<file path="config.mk">
export PLATFORM = sky130hd
export DESIGN_NAME = feedback_queue_scheduler_unit_flat
export DESIGN_NICKNAME = d
export VERILOG_FILES = /design/src/rtl/fqs_pkg.sv /design/src/rtl/fqs_if.sv /design/src/rtl/feedback_queue_scheduler_unit.sv /design/src/flat_wrapper.sv
export VERILOG_INCLUDE_DIRS = /design/src /design/src/rtl
export SDC_FILE = /design/constraint.sdc
export NUM_CORES = 2
export LEC_CHECK = 0
export ABC_AREA = 1
export BUFFER_PORTS_ARGS = -buffer_cell sky130_fd_sc_hd__clkbuf_2
export CORE_MARGIN = 4
export CORE_UTILIZATION = 31
export CTS_CLUSTER_DIAMETER = 80
export CTS_CLUSTER_SIZE = 24
export DETAILED_ROUTE_END_ITERATION = 8
export PLACE_DENSITY = 0.47
export SYNTH_ARGS = -nofsm -noshare
export SYNTH_HDL_FRONTEND = slang
export SYNTH_SLANG_ARGS = --single-unit
</file>
<file path="constraint.sdc">
create_clock -name clk -period 8.5 [get_ports clk]
set_input_delay 1.7 -clock clk [delete_from_list [all_inputs] [get_ports clk]]
set_output_delay 1.7 -clock clk [all_outputs]
set_load 0.02 [all_outputs]
</file>
<file path="src/rtl/feedback_queue_scheduler_unit_assert.svh">
// Assertion macros shared by the scheduler RTL.
`ifndef FEEDBACK_QUEUE_SCHEDULER_UNIT_ASSERT_SVH
`define FEEDBACK_QUEUE_SCHEDULER_UNIT_ASSERT_SVH
// Condition must hold at every edge out of reset.
`define FQS_AST_HOLD(lbl, cond, msg) \
	lbl: assert property (@(posedge clk) disable iff (!arst_n) (cond)) else $error(msg);
// Trigger at one edge implies the result at the next.
`define FQS_AST_NEXT(lbl, trig, res, msg) \
	lbl: assert property (@(posedge clk) disable iff (!arst_n) (trig) |=> (res)) else $error(msg);
`endif

</file>
<file path="src/rtl/fqs_pkg.sv">
// Shared constants and types of the feedback queue scheduler.
`default_nettype none
package fqs_pkg;
	localparam int NUM_SLOTS = 16;
	localparam int SLOT_W = 4;
	localparam int TIME_W = 16;
	localparam int LVL_W = 3;
	localparam int CNT_W = 5;
	localparam logic [LVL_W-1:0] TOP_QUEUED_LEVEL = 3'd5;

	localparam logic [1:0] ST_NOT_ARRIVED = 2'd0;
	localparam logic [1:0] ST_READY = 2'd1;
	localparam logic [1:0] ST_DONE = 2'd2;

	localparam logic [2:0] EV_START = 3'd0;
	localparam logic [2:0] EV_RESUME = 3'd1;
	localparam logic [2:0] EV_SUSPEND = 3'd2;
	localparam logic [2:0] EV_FINISH = 3'd3;
	localparam logic [2:0] EV_TIMEOUT = 3'd4;
	localparam logic [2:0] EV_ALLDONE = 3'd5;

	localparam logic [1:0] REG_TASK_COUNT = 2'd0;
	localparam logic [1:0] REG_WAIT_LIMIT = 2'd1;
	localparam logic [1:0] REG_LOWEST_LEVEL = 2'd2;

	typedef struct packed {
		logic [2:0] event_res;
		logic [SLOT_W-1:0] task_res;
		logic [LVL_W-1:0] task_level;
		logic [TIME_W-1:0] remaining;
	} fqs_evt_t;
endpackage
`default_nettype wire

</file>
<file path="src/rtl/fqs_if.sv">
// Request and result channel interfaces of the scheduler.
`default_nettype none
interface fqs_in_if;
	logic valid;
	logic ready;
	logic mode;
	logic [3:0] slot;
	logic [15:0] arrival;
	logic [15:0] burst;
	logic [2:0] level;
	modport source (output valid, mode, slot, arrival, burst, level, input ready);
	modport sink (input valid, mode, slot, arrival, burst, level, output ready);
endinterface

interface fqs_out_if;
	logic valid;
	logic ready;
	logic [2:0] event_res;
	logic [3:0] task_res;
	logic [2:0] task_level;
	logic [15:0] remaining;
	logic [15:0] now;
	logic last;
	modport source (output valid, event_res, task_res, task_level, remaining, now, last,
		input ready);
	modport sink (input valid, event_res, task_res, task_level, remaining, now, last,
		output ready);
endinterface
`default_nettype wire

</file>
<file path="src/rtl/feedback_queue_scheduler_unit.sv">
// Multilevel feedback queue scheduler: task table, tick sequencer and result register.
// Usage:
//   in_ch carries requests. mode 0 loads a task slot (arrival, burst, level) and
//   gives no result. mode 1 runs one scheduler tick.
//   out_ch carries the events of a tick; last marks the final event of the tick.
//   The APB port sets task_count (0x0), wait_limit (0x4) and lowest_level (0x8).
// Timing:
//   A tick walks the used slots three times through one shared slot read port, one
//   slot a cycle unless stalled: admission, selection, timeout. in_ch.ready is low
//   for the whole tick. Events leave through a one-entry hold stage and an output
//   register; the last event of a tick leaves the hold stage after the final scan.
// Reset: all slots read as not arrived, queue times and tick time clear, nothing runs,
//   registers take task_count 0, wait_limit 20, lowest_level 5.
// Stall: when out_ch.ready is low, both result stages are full and another event must move,
//   the sequencer holds in place until the receiver takes a result; nothing is dropped.
`default_nettype none
module feedback_queue_scheduler_unit (
	input wire logic clk,
	input wire logic arst_n,
	fqs_in_if.sink in_ch,
	fqs_out_if.source out_ch,
	input wire logic psel,
	input wire logic penable,
	input wire logic pwrite,
	input wire logic [3:0] paddr,
	input wire logic [31:0] pwdata,
	output logic [31:0] prdata,
	output logic pready
);
	import fqs_pkg::*;

	localparam logic [2:0] S_IDLE = 3'd0;
	localparam logic [2:0] S_ADMIT = 3'd1;
	localparam logic [2:0] S_CHARGE = 3'd2;
	localparam logic [2:0] S_SELECT = 3'd3;
	localparam logic [2:0] S_SEL_EMIT = 3'd4;
	localparam logic [2:0] S_TMO = 3'd5;
	localparam logic [2:0] S_ALLDONE = 3'd6;
	localparam logic [2:0] S_FLUSH = 3'd7;

	logic [4:0] task_count_q;
	logic [15:0] wait_limit_q;
	logic [2:0] lowest_level_q;

	logic [TIME_W-1:0] arrive_q [NUM_SLOTS];
	logic [TIME_W-1:0] burst_q [NUM_SLOTS];
	logic [TIME_W-1:0] work_q [NUM_SLOTS];
	logic [LVL_W-1:0] lvl_q [NUM_SLOTS];
	logic [1:0] status_q [NUM_SLOTS];
	logic [TIME_W-1:0] enq_q [NUM_SLOTS];

	logic [2:0] state_q;
	logic [CNT_W-1:0] cnt_q;
	logic [SLOT_W-1:0] run_q;
	logic run_valid_q;
	logic [LVL_W-1:0] run_level_q;
	logic [TIME_W-1:0] now_q;
	logic all_done_q;

	logic best_v_q;
	logic [SLOT_W-1:0] best_slot_q;
	logic [LVL_W-1:0] best_lvl_q;
	logic [TIME_W-1:0] best_key_q;
	logic [TIME_W-1:0] best_burst_q;
	logic [TIME_W-1:0] best_work_q;

	logic pend_valid_q;
	fqs_evt_t pend_q;
	logic out_valid_q;
	fqs_evt_t out_q;
	logic out_last_q;
	logic [TIME_W-1:0] out_now_q;

	// config port
	logic cfg_wr;
	assign pready = 1'b1;
	assign cfg_wr = psel && penable && pwrite;

	always_comb begin
		case (paddr[3:2])
			REG_TASK_COUNT: prdata = {27'd0, task_count_q};
			REG_WAIT_LIMIT: prdata = {16'd0, wait_limit_q};
			REG_LOWEST_LEVEL: prdata = {29'd0, lowest_level_q};
			default: prdata = 32'd0;
		endcase
	end

	always_ff @(posedge clk or negedge arst_n) begin
		if (!arst_n) begin
			task_count_q <= 5'd0;
			wait_limit_q <= 16'd20;
			lowest_level_q <= 3'd5;
		end else if (cfg_wr) begin
			case (paddr[3:2])
				REG_TASK_COUNT: task_count_q <= pwdata[4:0];
				REG_WAIT_LIMIT: wait_limit_q <= pwdata[15:0];
				REG_LOWEST_LEVEL: lowest_level_q <= pwdata[2:0];
				default: ;
			endcase
		end
	end

	// shared slot read port
	logic [CNT_W-1:0] used;
	logic scan_on;
	logic [SLOT_W-1:0] rd;
	logic [TIME_W-1:0] rd_arr, rd_burst, rd_work, rd_enq;
	logic [LVL_W-1:0] rd_lvl;
	logic [1:0] rd_st;

	assign used = (task_count_q > CNT_W'(NUM_SLOTS)) ? CNT_W'(NUM_SLOTS) : task_count_q;
	assign scan_on = cnt_q < used;
	assign rd = (state_q == S_CHARGE) ? run_q : cnt_q[SLOT_W-1:0];
	assign rd_arr = arrive_q[rd];
	assign rd_burst = burst_q[rd];
	assign rd_work = work_q[rd];
	assign rd_enq = enq_q[rd];
	assign rd_lvl = lvl_q[rd];
	assign rd_st = status_q[rd];

	// selection compare
	logic sel_cand, sel_better;
	logic [TIME_W-1:0] sel_key;
	assign sel_cand = (rd_st == ST_READY) && (rd_lvl <= TOP_QUEUED_LEVEL);
	assign sel_key = (rd_lvl == '0) ? '0 : rd_enq;
	assign sel_better = !best_v_q || (rd_lvl < best_lvl_q)
		|| ((rd_lvl == best_lvl_q) && (sel_key < best_key_q));

	// timeout compare: waited = (now - arrival) - (burst - work_left)
	logic signed [TIME_W+2:0] waited;
	logic tmo_hit;
	assign waited = $signed({3'b000, now_q}) - $signed({3'b000, rd_arr})
		- $signed({3'b000, rd_burst}) + $signed({3'b000, rd_work});
	assign tmo_hit = scan_on && (rd_st == ST_READY)
		&& !(run_valid_q && (rd == run_q))
		&& (waited >= $signed({3'b000, wait_limit_q}))
		&& !(run_valid_q && (rd_lvl == run_level_q));

	// charge step
	logic [LVL_W-1:0] ch_lvl;
	logic [TIME_W-1:0] ch_work;
	assign ch_work = rd_work - 1'b1;
	assign ch_lvl = (rd_lvl < lowest_level_q) ? rd_lvl + 1'b1 : rd_lvl;

	// event request
	logic emit;
	fqs_evt_t emit_ev;
	always_comb begin
		emit = 1'b0;
		emit_ev = '0;
		case (state_q)
			S_CHARGE: begin
				if (run_valid_q && rd_st != ST_DONE) begin
					if (rd_work <= 16'd1) begin
						emit = 1'b1;
						emit_ev = '{EV_FINISH, run_q, rd_lvl, '0};
					end else if (rd_lvl != '0) begin
						emit = 1'b1;
						emit_ev = '{EV_SUSPEND, run_q, ch_lvl, ch_work};
					end
				end
			end
			S_SEL_EMIT: begin
				if (best_v_q) begin
					emit = 1'b1;
					emit_ev = '{(best_burst_q == best_work_q) ? EV_START : EV_RESUME,
						best_slot_q, best_lvl_q, best_work_q};
				end
			end
			S_TMO: begin
				if (tmo_hit) begin
					emit = 1'b1;
					emit_ev = '{EV_TIMEOUT, rd, rd_lvl, rd_work};
				end
			end
			S_ALLDONE: begin
				if (all_done_q && used != '0) begin
					emit = 1'b1;
					emit_ev = '{EV_ALLDONE, '0, '0, '0};
				end
			end
			default: ;
		endcase
	end

	logic out_free, go;
	assign out_free = !out_valid_q || out_ch.ready;
	assign go = !(emit && pend_valid_q && !out_free)
		&& !(state_q == S_FLUSH && pend_valid_q && !out_free);

	assign in_ch.ready = (state_q == S_IDLE);

	// slot table payload
	always_ff @(posedge clk) begin
		if (in_ch.valid && in_ch.ready && !in_ch.mode) begin
			arrive_q[in_ch.slot] <= in_ch.arrival;
			burst_q[in_ch.slot] <= in_ch.burst;
			work_q[in_ch.slot] <= in_ch.burst;
			lvl_q[in_ch.slot] <= in_ch.level;
		end else if (state_q == S_CHARGE && go && run_valid_q && rd_st != ST_DONE) begin
			if (rd_work <= 16'd1) begin
				work_q[rd] <= '0;
			end else begin
				work_q[rd] <= ch_work;
				if (rd_lvl != '0) lvl_q[rd] <= ch_lvl;
			end
		end
	end

	// sequencer, status and queue times
	always_ff @(posedge clk or negedge arst_n) begin
		if (!arst_n) begin
			state_q <= S_IDLE;
			cnt_q <= '0;
			run_q <= '0;
			run_valid_q <= 1'b0;
			run_level_q <= '0;
			now_q <= '0;
			all_done_q <= 1'b0;
			best_v_q <= 1'b0;
			for (int i = 0; i < NUM_SLOTS; i++) begin
				status_q[i] <= ST_NOT_ARRIVED;
				enq_q[i] <= '0;
			end
		end else if (go) begin
			case (state_q)
				S_IDLE: begin
					cnt_q <= '0;
					if (in_ch.valid) begin
						if (in_ch.mode) state_q <= S_ADMIT;
						else status_q[in_ch.slot] <= ST_NOT_ARRIVED;
					end
				end
				S_ADMIT: begin
					if (scan_on) begin
						cnt_q <= cnt_q + 1'b1;
						if (rd_st == ST_NOT_ARRIVED && rd_arr == now_q) begin
							status_q[rd] <= ST_READY;
							enq_q[rd] <= now_q;
						end
					end else begin
						cnt_q <= '0;
						state_q <= S_CHARGE;
					end
				end
				S_CHARGE: begin
					best_v_q <= 1'b0;
					state_q <= S_SELECT;
					if (run_valid_q) begin
						if (rd_st == ST_DONE) begin
							run_valid_q <= 1'b0;
						end else if (rd_work <= 16'd1) begin
							status_q[rd] <= ST_DONE;
							run_valid_q <= 1'b0;
						end else if (rd_lvl != '0) begin
							enq_q[rd] <= now_q;
						end
					end
				end
				S_SELECT: begin
					if (scan_on) begin
						cnt_q <= cnt_q + 1'b1;
						if (sel_cand && sel_better) begin
							best_v_q <= 1'b1;
							best_slot_q <= rd;
							best_lvl_q <= rd_lvl;
							best_key_q <= sel_key;
							best_burst_q <= rd_burst;
							best_work_q <= rd_work;
						end
					end else begin
						cnt_q <= '0;
						state_q <= S_SEL_EMIT;
					end
				end
				S_SEL_EMIT: begin
					run_valid_q <= best_v_q;
					if (best_v_q) begin
						run_q <= best_slot_q;
						run_level_q <= best_lvl_q;
					end
					all_done_q <= 1'b1;
					state_q <= S_TMO;
				end
				S_TMO: begin
					if (scan_on) begin
						cnt_q <= cnt_q + 1'b1;
						if (tmo_hit) status_q[rd] <= ST_DONE;
						else if (rd_st != ST_DONE) all_done_q <= 1'b0;
					end else begin
						cnt_q <= '0;
						state_q <= S_ALLDONE;
					end
				end
				S_ALLDONE: state_q <= S_FLUSH;
				S_FLUSH: begin
					state_q <= S_IDLE;
					if (now_q != '1) now_q <= now_q + 1'b1;
				end
				default: state_q <= S_IDLE;
			endcase
		end
	end

	// hold stage keeps one event back so the tick's final one can be marked last
	always_ff @(posedge clk or negedge arst_n) begin
		if (!arst_n) begin
			pend_valid_q <= 1'b0;
			out_valid_q <= 1'b0;
		end else begin
			if (emit && go) begin
				pend_valid_q <= 1'b1;
				if (pend_valid_q) out_valid_q <= 1'b1;
				else if (out_ch.ready) out_valid_q <= 1'b0;
			end else if (state_q == S_FLUSH && go && pend_valid_q) begin
				pend_valid_q <= 1'b0;
				out_valid_q <= 1'b1;
			end else if (out_ch.ready) begin
				out_valid_q <= 1'b0;
			end
		end
	end

	always_ff @(posedge clk) begin
		if (emit && go) begin
			pend_q <= emit_ev;
			if (pend_valid_q) begin
				out_q <= pend_q;
				out_last_q <= 1'b0;
				out_now_q <= now_q;
			end
		end else if (state_q == S_FLUSH && go && pend_valid_q) begin
			out_q <= pend_q;
			out_last_q <= 1'b1;
			out_now_q <= now_q;
		end
	end

	assign out_ch.valid = out_valid_q;
	assign out_ch.event_res = out_q.event_res;
	assign out_ch.task_res = out_q.task_res;
	assign out_ch.task_level = out_q.task_level;
	assign out_ch.remaining = out_q.remaining;
	assign out_ch.now = out_now_q;
	assign out_ch.last = out_last_q;

`include "feedback_queue_scheduler_unit_assert.svh"
	`FQS_AST_HOLD(a_pend_idle, (state_q != S_IDLE) || !pend_valid_q, "event held while idle")
	`FQS_AST_HOLD(a_cnt_range, cnt_q <= CNT_W'(NUM_SLOTS), "scan counter out of range")
	`FQS_AST_NEXT(a_tick_start, in_ch.valid && in_ch.ready && in_ch.mode,
		state_q == S_ADMIT, "tick did not start admission")
endmodule
`default_nettype wire

</file>
<file path="src/flat_wrapper.sv">
// flat-port wrapper written by rule: the top's interface ports become plain ports
module feedback_queue_scheduler_unit_flat import fqs_pkg::*;
  (clk, arst_n, psel, penable, pwrite, paddr, pwdata, prdata, pready, in_ch_valid, in_ch_mode, in_ch_slot, in_ch_arrival, in_ch_burst, in_ch_level, in_ch_ready, out_ch_valid, out_ch_event_res, out_ch_task_res, out_ch_task_level, out_ch_remaining, out_ch_now, out_ch_last, out_ch_ready);
  fqs_in_if in_ch_i ();
  fqs_out_if out_ch_i ();
  input wire logic clk;
  input wire logic arst_n;
  input wire logic psel;
  input wire logic penable;
  input wire logic pwrite;
  input wire logic [3:0] paddr;
  input wire logic [31:0] pwdata;
  output logic [31:0] prdata;
  output logic pready;
  input wire logic [$bits(in_ch_i.valid)-1:0] in_ch_valid;
  input wire logic [$bits(in_ch_i.mode)-1:0] in_ch_mode;
  input wire logic [$bits(in_ch_i.slot)-1:0] in_ch_slot;
  input wire logic [$bits(in_ch_i.arrival)-1:0] in_ch_arrival;
  input wire logic [$bits(in_ch_i.burst)-1:0] in_ch_burst;
  input wire logic [$bits(in_ch_i.level)-1:0] in_ch_level;
  output wire logic [$bits(in_ch_i.ready)-1:0] in_ch_ready;
  output wire logic [$bits(out_ch_i.valid)-1:0] out_ch_valid;
  output wire logic [$bits(out_ch_i.event_res)-1:0] out_ch_event_res;
  output wire logic [$bits(out_ch_i.task_res)-1:0] out_ch_task_res;
  output wire logic [$bits(out_ch_i.task_level)-1:0] out_ch_task_level;
  output wire logic [$bits(out_ch_i.remaining)-1:0] out_ch_remaining;
  output wire logic [$bits(out_ch_i.now)-1:0] out_ch_now;
  output wire logic [$bits(out_ch_i.last)-1:0] out_ch_last;
  input wire logic [$bits(out_ch_i.ready)-1:0] out_ch_ready;
  assign in_ch_i.valid = in_ch_valid;
  assign in_ch_i.mode = in_ch_mode;
  assign in_ch_i.slot = in_ch_slot;
  assign in_ch_i.arrival = in_ch_arrival;
  assign in_ch_i.burst = in_ch_burst;
  assign in_ch_i.level = in_ch_level;
  assign in_ch_ready = in_ch_i.ready;
  assign out_ch_valid = out_ch_i.valid;
  assign out_ch_event_res = out_ch_i.event_res;
  assign out_ch_task_res = out_ch_i.task_res;
  assign out_ch_task_level = out_ch_i.task_level;
  assign out_ch_remaining = out_ch_i.remaining;
  assign out_ch_now = out_ch_i.now;
  assign out_ch_last = out_ch_i.last;
  assign out_ch_i.ready = out_ch_ready;
  feedback_queue_scheduler_unit u_core (.clk(clk), .arst_n(arst_n), .in_ch(in_ch_i), .out_ch(out_ch_i), .psel(psel), .penable(penable), .pwrite(pwrite), .paddr(paddr), .pwdata(pwdata), .prdata(prdata), .pready(pready));
endmodule
</file>
# --- Word-level counts from Yosys, hierarchy flattened ---
# Memory sizes are Yosys's and may differ from the RTL's.
# Cells that the tools add are included.
classes:
  n_addsub: 7
  magnitude_cmp: 12
  eq_ne: 38
  n_mux: 104
  bitwise: 11
  reduce_logical: 70
ops:
  columns: ["operator", "n"]
  rows:
  - ["two-way mux 256 bit", 6]
  - ["one-hot mux 256 bit (2 select lines)", 1]
  - ["two-way mux 32 bit", 9]
  - ["bitwise mux 256 bit", 1]
  - ["two-way mux 26 bit", 8]
  - ["two-way mux 16 bit", 9]
  - ["one-hot mux 32 bit (4 select lines)", 1]
  - ["one-hot mux 26 bit (4 select lines)", 1]
  - ["binary-select mux 16 bit (select 4 bit)", 1]
  - ["demux 16 bit (select 4 bit)", 1]
  - ["one-hot mux 16 bit (3 select lines)", 1]
  - ["two-way mux 1 bit", 39]
  - ["AND 16 bit", 2]
  - ["AND 32 bit", 1]
  - ["equality test 16 bit", 2]
  - ["inverter 16 bit", 2]
  - ["inverter 32 bit", 1]
  - ["bitwise OR 16 bit", 2]
  - ["logical AND 1 bit", 29]
  - ["two-way mux 25 bit", 1]
  - ["!= test 2 bit (second input constant)", 12]
  - ["one-hot mux 3 bit (8 select lines)", 1]
  - ["two-way mux 3 bit", 7]
  - ["adder 19 x 17 -> 19 bit", 1]
  - ["other kinds (51)", 103]
totals:
  regBits: 472
  ram_bits: 816
  in_bits: 83
  out_inout_bits: 78
  elab_cells: 306
  memories: 4
memory_table:
  columns: ["name", "depth", "width", "rd", "rd_clocked_by_memory_dff", "wr", "line", "text"]
  rows:
  - ["u_core.arrive_q", 16, 16, 1, 0, 1, "feedback_queue_scheduler_unit.sv:45", "logic [TIME_W-1:0] arrive_q [NUM_SLOTS];"]
  - ["u_core.burst_q", 16, 16, 1, 0, 1, "feedback_queue_scheduler_unit.sv:46", "logic [TIME_W-1:0] burst_q [NUM_SLOTS];"]
  - ["u_core.work_q", 16, 16, 1, 0, 1, "feedback_queue_scheduler_unit.sv:47", "logic [TIME_W-1:0] work_q [NUM_SLOTS];"]
  - ["u_core.lvl_q", 16, 3, 1, 0, 1, "feedback_queue_scheduler_unit.sv:48", "logic [LVL_W-1:0] lvl_q [NUM_SLOTS];"]

# --- Depth between registers and ports, before layout ---
logic_depth:
  ltp_word: 26
  depth_mapped: 54
  ltp_nobuf: 48

# --- Least setup slack after synthesis ---
# OpenSTA, ideal clock, no wires.
synth_timing:
  path_kind: "register to register"
  from: "reg u_core.state_q[2]"
  to: "mem u_core.work_q[0][0], enable pin"
  setup_ns: 0.388
  arrival_time_ns: 8.628
  path_slack_ns: -0.516
  stages_incl_launch_ff: 49
  n_path_buf: 6
  path_cell_list: "dfrtp_1 > inv_2 > nand3_4 > inv_1 > nand2_1 > nand2_1 > buf_4 > nor2_4 > buf_2 > inv_1 > clkbuf_1 > clkbuf_1 > clkbuf_1 > o22ai_1 > o21ai_0 > o2111a_1 > ha_1 > inv_1 > [... 13 more ...] > xor2_1 > ha_1 > nand2_1 > nor2_1 > nor2_1 > nand3_1 > a21oi_1 > nand3_1 > nor2_1 > nor2_1 > nand3_2 > nand4_2 > nand2_4 > nand2_1 > buf_2 > o21ai_0 > nand3_1 > nor2_1"
synth_via:
  elab_chain_len: 26
synth_rtl:
  columns: ["element", "line", "text"]
  rows:
  - ["start, declared", "feedback_queue_scheduler_unit.sv:52", "logic [2:0] state_q;"]
  - ["start signal, assigned", "feedback_queue_scheduler_unit.sv:213", "state_q <= S_IDLE;"]
  - ["start signal, assigned", "feedback_queue_scheduler_unit.sv:230", "if (in_ch.mode) state_q <= S_ADMIT;"]
  - ["start signal, assigned", "feedback_queue_scheduler_unit.sv:243", "state_q <= S_CHARGE;"]
  - ["parallel branches: the longest is 26 deep, another holds subtractor 19 x 17 -> 19 bit", null, null]
  - ["end, declared", "feedback_queue_scheduler_unit.sv:47", null]
# Several ways; the timed one is not identified. The select of a mux whose other input is x is not followed.

# --- Final worst setup path ---
layout_timing:
  from: "reg u_core.state_q[2]"
  to: "mem u_core.work_q[3][3], enable pin"
layout_via:
  elab_chain_len: 26
layout_rtl:
  columns: ["element", "line", "text"]
  rows:
  - ["equality test 3 x 2 -> 1 bit (*)", "feedback_queue_scheduler_unit.sv:113", "assign rd = (state_q == S_CHARGE) ? run_q : cnt_q[SLOT_W-1:0];"]
  - ["two-way mux 4 bit (*)", "feedback_queue_scheduler_unit.sv:113", null]
  - ["named net u_core.rd[2]", "feedback_queue_scheduler_unit.sv:106", "logic [SLOT_W-1:0] rd;"]
  - ["parallel branches: the longest is 24 deep, another holds subtractor 19 x 17 -> 19 bit", null, null]
# Mark *: on every way through the listed nets, which the timed path passes. The select of a mux whose other input is x is not followed.

==> out/metrics.csv <==
stage,metric,value,unit
outcome,status,"complete, no violations",
drt,drt-wirelength-per-cell,23.2,um
worst_setup_path,crit_required,8.94,ns
hold_path,hold_depth,0,
drt,drt-initial-drc-count,3881,
final_layout,seq_area,0.0369,sq mm
logic_synthesis,yosys_register_bits,1288,
global_route,grt_max_degree,148,
sta,worst_pin_slew,1.27,ns
drt,dr.pass1.iters,7,
clock_network,clk_pin_slew,0.10,ns
logic_synthesis,synthArstFlopShare,27.0,%
worst_setup_path,critPathSlowestCell,fa_1,
worst_setup_path,r2r_end,u_core.work_q[3][3],
clock_network,root_buffer,clkbuf_16,
floorplanning,dieArea,0.186,sq mm
floorplanning,rows,154,
clock_network,clk_latency,0.73,ns
global_route,grt_overflow_total,0,
worst_setup_path,reg2regPathDepth,49,
sta,hold_ws,0.427,ns
placed_design,post_dp_cell_area,0.0622,sq mm
logic_synthesis,syn-cell-area,0.0555,sq mm
sta,hold_viol,0,
drt,vias,39600,
sta,setup_viol,0,
global_route,grt_usage,18.9,%
sta,period_needed,8.24,ns
sta,min_period_over_period,96.9,%
logic_synthesis,yosysWarnings,0,
logic_synthesis,seq_area_frac_synth,66.6,%
worst_setup_path,endpoint_kind,register,
worst_setup_path,arrival,8.68,ns
logic_synthesis,yosysUniqueCellTypes,59,
hold_path,hold_end,u_core.out_ch.remaining[4],
worst_setup_path,startpoint_type,register,
final_layout,nFillCells,17300,
placed_design,place.gp.congestion,0.874,
logic_synthesis,synth_edf_count,940,
run,maxCapViolCount,0,
placed_design,numPortBuffers,125,
worst_setup_path,worst-setup-path-type,reg2reg,
clock_network,cts.path.max_buffers,3,
floorplanning,fp.dieW,431,um
sta,fin_setup_tns,0,ns
final_layout,final_net_count,5563,
worst_setup_path,cpMostUsedCell,buf_4,
sta,drv_slew,0,
drt,ant_nets,0,
placed_design,dpl_worst_slack,-0.165,ns
clock_network,cts_made_buffers,82,
global_route,antenna_found_initial,12,
worst_setup_path,cp_max_fo,11,
worst_setup_path,r2r_setup_slack,0.26,ns
drt,viasPerCell,5.09,
hold_path,min_from,u_core.pend_q[4],
final_layout,fin_area,0.0661,sq mm
sta,slew_headroom,14.4,%
sta,clock_skew,0.0371,ns
logic_synthesis,synth_flop_cell,edfxtp_1,
floorplanning,start_util,31.3,%
logic_synthesis,syn_inst,4997,
sta,max_freq,0.121,GHz
clock_network,cts_tree,built,
global_route,grt_pass1_vias,38200,
clock_network,cts_htree_levels,3,
placed_design,dpl.hpwl,114000,um
clock_network,hold_buffers,0,
final_layout,multiInputGateArea,0.0172,sq mm
drt,wl,180000,um
floorplanning,design.core.area,0.177,sq mm
drt,drcViolationCount,0,
final_layout,area_delta_synth_final,19.2,%
logic_synthesis,syn_avg_cell_area,11.1,sq um
floorplanning,die_h,431,um
global_route,grt_pass1_wl,262000,um
worst_setup_path,timing.rr.start,u_core.state_q[2],
sta,layout_setup_ws,0.262,ns
final_layout,drive_above_1_share,16.5,%
floorplanning,pin_count,161,
sta,rsz0062_at_grt,true,
worst_setup_path,critical_path.max_stage_delay,0.44,ns
hold_path,hold_class,reg2reg,
clock_network,clkSinkCount,1288,
worst max-delay path: cells and delay by family, from the launching register on:
family	cells	cell delay, ns
buffers and inverters	14	2.16
AND/OR/NAND/NOR	18	2.03
flip-flops	1	0.40
XOR/XNOR	2	0.30
AO/OA/AOI/OAI	10	1.51
adder cells (fa/ha/maj)	5	1.49
state kept, by name, indices dropped and copies added, names as in the netlist, 4 cells and up:
register / cells
u_core.now_q: 16
u_core.burst_q: 256
u_core.task_count_q: 5
u_core.arrive_q: 256
u_core.best_work_q: 16
u_core.run_q: 4
u_core.lvl_q: 48
u_core.out_ch.task_res: 4
u_core.out_ch.remaining: 16
u_core.wait_limit_q: 16
u_core.best_key_q: 16
u_core.status_q: 32
u_core.out_ch.now: 16
u_core.work_q: 256
u_core.cnt_q: 5
u_core.best_slot_q: 4
u_core.enq_q: 256
u_core.pend_q: 26
u_core.best_burst_q: 16
per-stage QoR:
stage,util (%),instances
after floorplan,-,5012
after global placement,35.1,7602
after detailed placement,35.1,7602
after CTS,36.8,7747
after global routing,37.3,7787
final,37.3,7790
timing repair:
item,in CTS,in global routing
resized for setup,16,158
buffers inserted,0,34
pin swaps,6,76
cloned,0,4
hold endpoints to repair,0,0
endpoints found under the setup margin,436,951
per-layer routing:
metal | share of wire (%) | GRT usage, %
met5 | 0.019 | 0
met4 | 2.4 | 4.64
met3 | 4.5 | 2.05
met2 | 47 | 30.8
met1 | 46 | 27.1
cell families after synthesis:
logic type | Yosys count | synth area share [%]
mux | 4 | 0.0812
simple gates | 1913 | 14.0
other cells | 2 | 0.0135
compound gates | 1086 | 11.6
flops | 1288 | 66.6
xor+xnor | 73 | 1.15
buf+inv | 534 | 4.13
fa+ha+maj | 97 | 2.42
final cells by class:
cell class,count,share of cell area (%)
clock inverter,53,1.15
clock buffer,92,3.21
timing repair buffer,569,7.87
tap,2340,4.43
antenna,6,0.0227
inverter,252,1.45
multi-input combinational,3190,26.0
sequential,1288,55.9
worst max-delay path by stage:
stage / from / to / slack [ns]
after floorplan: u_core.state_q[2] / u_core.work_q[11][0] / -0.007
after global placement: u_core.state_q[2] / u_core.work_q[4][13] / -0.13
after CTS: u_core.state_q[2] / u_core.work_q[3][6] / -0.02
after detailed placement: u_core.state_q[2] / u_core.work_q[4][13] / -0.16
final: u_core.state_q[2] / u_core.work_q[3][3] / 0.26
after global routing: u_core.state_q[2] / u_core.work_q[3][3] / -0.11
cells in the final DEF (no fill, tap or decap), types with 11 or more instances in the layout:
master        n
edfxtp_1    940
nand3_1      80
o21ai_0     379
nor2_2       12
nor2_1      209
a21oi_1      99
nor2_4       26
nand4_1      69
clkbuf_2    124
o21ai_1     104
ha_1         70
a21oi_2      11
fa_1         15
xnor2_1      14
o22ai_1     217
dfrtp_1     344
nand2_4      19
nor3_1       18
conb_1       17
buf_6        19
buf_4       332
clkbuf_16    85
inv_1       233
inv_6        12
nor3_2       18
buf_12       89
o32ai_1      30
o221ai_1     17
nand2_1    1406
a22oi_1     173
xor2_1       54
nand2_2      14
cell usage after synthesis, types with 17 or more instances:
library cell  number  area share (%)
o221ai_1          17            0.27
edfxtp_1         940              51
buf_1             32            0.22
o22ai_1          225             2.5
o21ai_0          415             3.7
ha_1              80             1.8
nand3_1           90            0.81
xor2_1            56            0.88
o21ai_1           78            0.70
clkbuf_1         153             1.0
dfrtp_1          344              16
nand4_1           69            0.78
xnor2_1           17            0.27
buf_2             56            0.51
a21oi_1          113             1.0
a22oi_1          173             2.3
inv_1            240             1.6
buf_6             17            0.35
buf_4             24            0.32
o32ai_1           30            0.47
nor2_1           239             1.6
fa_1              17            0.61
nor3_1            36            0.32
nand2_1         1425             9.6
Power is not shown: default switching activity piles up to over one toggle a cycle in this logic, so the estimate is an artifact.
